--- src/hdl/tvsc_pkg.sv ---
// Shared types, constants and helpers for the tile viewport sphere coverage unit.
// It depends on nothing else. The tile memory, the divider and the top-level module import it.
package tvsc_pkg;

  localparam int MaxTiles = 256;
  localparam int CFG_DW   = 16;
  localparam int CFG_IW   = 3;
  localparam int DIV_DW   = 52;
  localparam int DIV_QW   = 26;
  localparam int DIV_VW   = 16;
  localparam int FRAC_W   = 16;

  localparam logic [8:0]  K_AZ    = 9'd360;
  localparam logic [8:0]  K_EL    = 9'd180;
  localparam logic [25:0] AZ_LIM  = 26'd11796480;
  localparam logic [25:0] EL_LIM  = 26'd5898240;
  localparam logic [25:0] AZR_LIM = 26'd23592960;
  localparam logic [25:0] ELR_LIM = 26'd11796480;

  typedef enum logic [2:0] {
    CFG_TILES_PER_ROW    = 3'd0,
    CFG_TILES_PER_COLUMN = 3'd1,
    CFG_VIEW_TILES_WIDE  = 3'd2,
    CFG_VIEW_TILES_HIGH  = 3'd3,
    CFG_PICTURE_WIDTH    = 3'd4,
    CFG_PICTURE_HEIGHT   = 3'd5,
    CFG_PROJECTION_ERP   = 3'd6
  } cfg_idx_t;

  typedef enum logic [3:0] {
    ST_IDLE, ST_SPLIT, ST_SPLIT_WAIT, ST_WALK_W, ST_WALK_H, ST_READ0, ST_DRAIN,
    ST_MUL, ST_NUM, ST_DIV_START, ST_DIV_WAIT, ST_PUSH
  } state_t;

  typedef enum logic [1:0] {RD_W, RD_H, RD_ORIGIN} rd_kind_t;

  typedef enum logic [1:0] {OP_AZ, OP_EL, OP_AZR, OP_ELR} div_op_t;

  typedef struct packed {
    logic [15:0] w;
    logic [15:0] h;
  } tile_entry_t;

  typedef struct packed {
    logic              done;
    logic              sat;
    logic [DIV_QW-1:0] quot;
    logic [DIV_VW-1:0] rem;
  } div_res_t;

  function automatic logic [8:0] clamp_count(input logic [8:0] v);
    logic [8:0] r;
    if (v == 9'd0) r = 9'd1;
    else if (v > 9'd256) r = 9'd256;
    else r = v;
    return r;
  endfunction

endpackage

--- src/hdl/tvsc_divider.sv ---
// Restoring divider, one quotient bit a cycle, with early saturation of large quotients.
// It depends on tvsc_pkg.
module tvsc_divider (
  input  logic                        clk,
  input  logic                        rst,
  input  logic                        start,
  input  logic [tvsc_pkg::DIV_DW-1:0] dividend,
  input  logic [tvsc_pkg::DIV_VW-1:0] divisor,
  output tvsc_pkg::div_res_t          res,
  output logic                        busy
);
  import tvsc_pkg::*;

  localparam int CW = $clog2(DIV_QW);

  logic [CW-1:0]     cnt;
  logic [DIV_VW-1:0] dvs;
  logic [DIV_VW-1:0] remr;
  logic [DIV_QW-1:0] low;
  logic [DIV_QW-1:0] quot;
  logic              sat;
  logic              done;
  logic [DIV_VW:0]   trial;
  logic              ge;
  logic [DIV_VW:0]   diff;
  logic              big;

  assign trial = {remr, low[DIV_QW-1]};
  assign ge    = trial >= {1'b0, dvs};
  assign diff  = trial - {1'b0, dvs};
  assign big   = dividend[DIV_DW-1:DIV_QW] >= {{(DIV_DW-DIV_QW-DIV_VW){1'b0}}, divisor};

  always_ff @(posedge clk) begin
    if (rst) begin
      busy <= 1'b0;
      done <= 1'b0;
    end else begin
      done <= 1'b0;
      if (start) begin
        busy <= !big;
        done <= big;
      end else if (busy && cnt == '0) begin
        busy <= 1'b0;
        done <= 1'b1;
      end
    end
  end

  always_ff @(posedge clk) begin
    if (start) begin
      dvs  <= divisor;
      sat  <= big;
      quot <= '1;
      remr <= dividend[DIV_QW+DIV_VW-1:DIV_QW];
      low  <= dividend[DIV_QW-1:0];
      cnt  <= CW'(DIV_QW - 1);
    end else if (busy) begin
      remr <= ge ? diff[DIV_VW-1:0] : trial[DIV_VW-1:0];
      low  <= {low[DIV_QW-2:0], 1'b0};
      quot <= {quot[DIV_QW-2:0], ge};
      cnt  <= cnt - 1'b1;
    end
  end

  assign res = '{done: done, sat: sat, quot: quot, rem: remr};

endmodule

--- config.mk ---
export PLATFORM = sky130hd
export DESIGN_NAME = tvsc_divider
export DESIGN_NICKNAME = d
export VERILOG_FILES = /design/src/hdl/tvsc_pkg.sv /design/src/hdl/tvsc_divider.sv
export SDC_FILE = /design/constraint.sdc
export NUM_CORES = 1
export LEC_CHECK = 0
export BUFFER_PORTS_ARGS = -buffer_cell sky130_fd_sc_hd__buf_2
export CELL_PAD_IN_SITES_DETAIL_PLACEMENT = 0
export CELL_PAD_IN_SITES_GLOBAL_PLACEMENT = 2
export CORE_UTILIZATION = 38
export DETAILED_ROUTE_END_ITERATION = 7
export PLACE_DENSITY_LB_ADDON = 0.15
export SLEW_MARGIN = 40
export SYNTH_ARGS = -nofsm -noshare
export SYNTH_HDL_FRONTEND = slang
export SYNTH_SLANG_ARGS = --single-unit
--- constraint.sdc ---
create_clock -name clk -period 4.3 [get_ports clk]
set_input_delay 0.645 -clock clk [delete_from_list [all_inputs] [get_ports clk]]
set_output_delay 0.645 -clock clk [all_outputs]
set_load 0.005 [all_outputs]
; ---- Word-level counts from Yosys, hierarchy flattened
; Index checks and enable logic that the tools add are counted.
[op_classes]
addsub = 2
n_lt_le_gt_ge = 2
muxes = 9
n_reduce_logical = 5
[op_table]
columns = op, n
row1 = $mux 26, 2
row2 = $mux 16, 3
row3 = $ge 26x16->1, 1
row4 = $ge 17x16->1, 1
row5 = $sub 16x16->16, 1
row6 = $logic_not 5->1, 1
row7 = $sub 5x1->5 const B, 1
row8 = $mux 1, 4
row9 = $reduce_bool 2->1, 2
row10 = $logic_and 1x1->1, 1
row11 = $logic_not 1->1, 1
[totals]
ff_bits = 92
out_inout_bits = 45

; ---- Longest topological paths before layout
[logic_depth]
depth_word = 4
mapped_depth = 11
ltp_nobuf = 11

; ---- Worst setup path before layout
; Ideal clock, no wire load.
[synth_timing]
kind = register to register
start = register low[25]
end = register remr[12], data pin
setup_time_ns = 0.260
arrival_time_ns = 2.431
required_time_ns = 4.040
path_slack_ns = 1.609
stages_incl_launch_ff = 12
n_path_buf = 0
synth_period_minus_slack_ns = 2.691
cell_sequence = edfxtp_1 inv_1 ha_1 inv_1 fa_1 a21o_1 a221oi_2 o21a_2 o21ai_0 xor2_1 mux2_4 mux2_2
[synth_via]
elab_chain_cells = 4
elab_cells_between_ends = 5
[synth_lines]
columns = element, line
row1 = "start, declared", tvsc_divider.sv:19  ; logic [DIV_QW-1:0] low;
row2 = "start signal, assigned", tvsc_divider.sv:55  ; low <= dividend[DIV_QW-1:0];
row3 = "start signal, assigned", tvsc_divider.sv:59  ; low <= {low[DIV_QW-2:0], 1'b0};
row4 = $sub 16x16->16 / $ge 17x16->1 (equally long branches), "tvsc_divider.sv:30, tvsc_divider.sv:29"
row5 = $mux 16 (*), tvsc_divider.sv:58  ; remr <= ge ? diff[DIV_VW-1:0] : trial[DIV_VW-1:0];
row6 = $mux 16 (*), tvsc_divider.sv:57  ; end else if (busy) begin
row7 = $mux 16 (*), tvsc_divider.sv:50  ; if (start) begin
row8 = "end signal, assigned", tvsc_divider.sv:54  ; remr <= dividend[DIV_QW+DIV_VW-1:DIV_QW];
row9 = "end signal, assigned", tvsc_divider.sv:58
row10 = "end, declared", tvsc_divider.sv:18  ; logic [DIV_VW-1:0] remr;
; Every way passes the cells marked *; elsewhere a longest branch is shown, timed or not. The select of a mux whose other input is x is not followed.
; A chain may end at the register's enable or synchronous reset.

; ---- Final worst setup path
[layout_timing]
start = register remr[0]
end = register remr[5], data pin
[layout_via]
elab_chain_cells = 4
elab_cells_between_ends = 5
[layout_lines]
columns = element, line
row1 = $sub 16x16->16 / $ge 17x16->1 (equally long branches), "tvsc_divider.sv:30, tvsc_divider.sv:29"
row2 = $mux 16 (*), tvsc_divider.sv:58
row3 = $mux 16 (*), tvsc_divider.sv:57
row4 = $mux 16 (*), tvsc_divider.sv:50
; Marks and branches as above.

==> flow_summary_export.csv <==
group,metric,value,unit
status,outcome,"complete, no violations",
layout,drive_gt1_frac,0.355,
critical_path,worstSetupPathType,"register to register",
critical_path,path_depth,9,
timing,max_freq,295,MHz
yosys,synthDistinctLibCells,57,
global_route,grt_pass1_vias,3457,
yosys,synth_edf_count,59,
layout,num-nets-final,635,
pwr,max-vdd-ir-drop,0.234,mV
layout,fillers,1239,
placement,dpl_cell_area,5710,µm²
pwr,comb_power_share,0.296,
routing,viasPerCell,5.00,
routing,drt-initial-drc-count,136,
timing,finalSetupViolCount,0,
clocking,cts_tree,"done",
critical_path,startpoint_type,"register",
global_route,grt_overflow,0,
critical_path,r2r-start,"remr[0]",
critical_path,reg2reg_slack,0.91,ns
pwr,p_sw_frac,0.285,
global_route,track_usage,0.171,
placement,place.port_buffers,115,
critical_path,critical_path_required,4.39,ns
critical_path,critical_path.max_fanout,13,
die,die_w,116,µm
yosys,synthesis.nets,526,
global_route,antenna_found_initial,1,
clocking,htree_levels,3,
die,fp-row-count,41,
critical_path,slowest_stage,"a31oi_2",
clocking,clk_pin_slew,0.06,ns
routing,wl_per_cell,15.4,µm
global_route,grt_pass1_wl,17300,µm
layout,final_cell_area,6000,µm²
layout,areaGrowthSynthToFinish,20.5,%
timing,worstMarginPinSlew,0.742,ns
placement,hpwlAfterDp,8050,µm
critical_path,cp.arrival,3.48,ns
critical_path,critPathCaptureType,"register",
critical_path,cp_top_family,"compound AO/OA/AOI/OAI gates",
job,maxCapViolCount,0,
die,die_area,13600,µm²
timing,rsz0062_at_grt,"false",
routing,drcViolationCount,0,
timing,period_needed,3.39,ns
timing,hold_violations,0,
clocking,cts_root_buf,"clkbuf_16",
timing,post-route-period-util,0.789,
pwr,clockPowerShare,0.294,
yosys,synth_area_per_cell,11.8,µm²
critical_path,startpoint,"remr[0]",
placement,gp_congestion,0.795,
die,die_h,116,µm
die,initial_core_util,0.391,
pwr,p_int,1.86,mW
timing,fin_worst_skew,0.00674,ns
critical_path,slowest_delay,0.64,ns
timing,slew_violations,0,
yosys,synth_seq_area_share,0.489,
pwr,power.leakage,2.50,nW
clocking,ctsResizeCount,0,
routing,wirelength,10900,µm
pwr,seqPwrFrac,0.410,
clocking,cts_buffer_depth,2,
yosys,synth-main-ff-cell,"edfxtp_1",
yosys,synth_cells,421,
pwr,power.density,434,nW/µm²
clocking,cts_hold_buffers,0,
clocking,clock_sinks,92,
critical_path,crit_path_cell_trace,"ha_1, nor2b_1, o2111ai_1, a211oi_2, nor2_4, a31oi_2, buf_4, mux2_4, mux2_2",
die,core_area,12700,µm²
hold_path,hold_path.class,"register to register",
yosys,async_flop_share,0,
pwr,p_sw,743,µW
critical_path,critPathBufInv,1,
critical_path,r2r_cells,9,
yosys,synth_area,4980,µm²
layout,n_antenna_cell,0,
die,num_io_pins,116,
global_route,grt_max_degree,70,
yosys,yosys_warnings,0,
clocking,numCtsBuffers,9,
clocking,insertion_delay,0.34,ns
timing,fin_tns_setup,0,ns
yosys,ys_seq_elements,92,
hold_path,min_path_cells,1,
routing,ant_nets,0,
timing,slew_headroom,0.505,
routing,vias,3537,
clocking,postCtsSetupBuffers,0,
routing,drt_first_pass_iters,4,
hold_path,hp-start,"quot[22]",
==> kinds of logic (layout without fill, tap and decap cells) <==
logic type               after synthesis  count (layout)  share of synthesized area
buffers and inverters                 59             173                     0.0485
AO/OA/AOI/OAI                         88              88                      0.135
multiplexers                          48              48                      0.117
XOR/XNOR                              17              17                     0.0299
adder cells (fa/ha/maj)               34              34                     0.0870
flip-flops                            92              92                      0.489
AND/OR/NAND/NOR                       83              83                     0.0947
==> layer usage <==
metal / share of wire / up-vias / global-route usage / wire [µm]
met5: 0 / - / 0 / 0
met4: 0.0094 / 0 / 0.0513 / 102
met3: 0.058 / 8 / 0.0566 / 635
met2: 0.48 / 89 / 0.285 / 5260
met1: 0.45 / 1679 / 0.208 / 4860
li1: - / 1761 / - / -
==> cell usage in the layout (no fill, tap or decap), drive strengths merged, types with 3 or more instances in the layout <==
master    n
nor2b    30
xnor2    11
a21o      8
a211o    26
ha       33
buf     118
nor3b     3
inv      41
a221o     3
dfxtp    33
xor2      6
o21a      3
edfxtp   59
nand4     9
o21ai    10
and3      3
mux2     47
a31oi     3
nand2    12
a21oi    16
a211oi    3
clkbuf   12
nor2     14
==> Yosys cell counts (2+ instances only) <==
master	number	area (µm²)
edfxtp_1	59	1770
inv_1	39	146
mux2_2	36	405
dfxtp_1	33	661
ha_1	33	413
nor2b_1	30	188
a211o_1	26	228
a21oi_1	15	75.1
nor2_1	13	48.8
nand2_1	12	45.0
mux2_4	11	165
xnor2_1	11	96.3
o21ai_0	10	50.1
nand4_1	9	56.3
a21o_1	8	60.1
clkbuf_1	8	30.0
buf_1	7	26.3
xor2_1	6	52.6
a221o_1	3	30.0
buf_4	3	22.5
nor3b_1	3	22.5
a211oi_1	2	15.0
a31oi_1	2	12.5
and2_1	2	12.5
and3_1	2	12.5
nand2b_1	2	12.5
nor4_1	2	12.5
o21a_1	2	15.0
o21bai_1	2	15.0
o221ai_1	2	17.5
o31a_1	2	17.5
==> sequential cells by signal, indices dropped and copies added, names as in the netlist <==
register / cells
low: 26
quot: 26
dvs: 16
remr: 16
cnt: 5
busy: 1
done: 1
sat: 1
==> final cells by class <==
class / instances / area [µm²] / area share
Tap cell: 172 / 215 / 0.0359
Inverter: 39 / 146 / 0.0244
Clock buffer: 12 / 259 / 0.0432
Multi-Input combinational cell: 270 / 2310 / 0.386
Timing Repair Buffer: 118 / 601 / 0.100
Clock inverter: 4 / 28.8 / 0.00480
Sequential cell: 92 / 2430 / 0.406
==> worst register-to-register path, cell delays in order (launching register included) <==
cell and delay (ns):
edfxtp_1 0.46, ha_1 0.32, nor2b_1 0.16, o2111ai_1 0.20, a211oi_2 0.34, nor2_4 0.09
a31oi_2 0.64, buf_4 0.35, mux2_4 0.32, mux2_2 0.26
==> through the flow <==
stage          cells   util  hold WS [ns]  setup WS [ns]  power [mW]
6_report         707  0.471         0.479          0.908        2.61
3_3_place_gp     691  0.449         0.458          0.960        1.86
5_1_grt          707  0.471         0.465          0.739        2.76
2_1_floorplan    421      -         0.469           1.61        1.67
4_1_cts          707  0.471         0.460          0.878        2.64
3_5_place_dp     691  0.449         0.466          0.900        1.86
==> power groups by stage <==
stage	Sequential (mW)	Combinational, mW	Clock [mW]
global placement	1.08	0.775	0
finish	1.07	0.772	0.766
global route	1.08	0.859	0.823
CTS	1.07	0.781	0.793
detailed placement	1.09	0.774	0
floorplan	1.08	0.587	0
==> worst paths after layout <==
kind,endpoint
worst min-delay path,quot[23]
worst max register to register,remr[5]
worst max-delay path,remr[5]
worst min register to register,quot[23]
(Power assumes the default switching activity.)
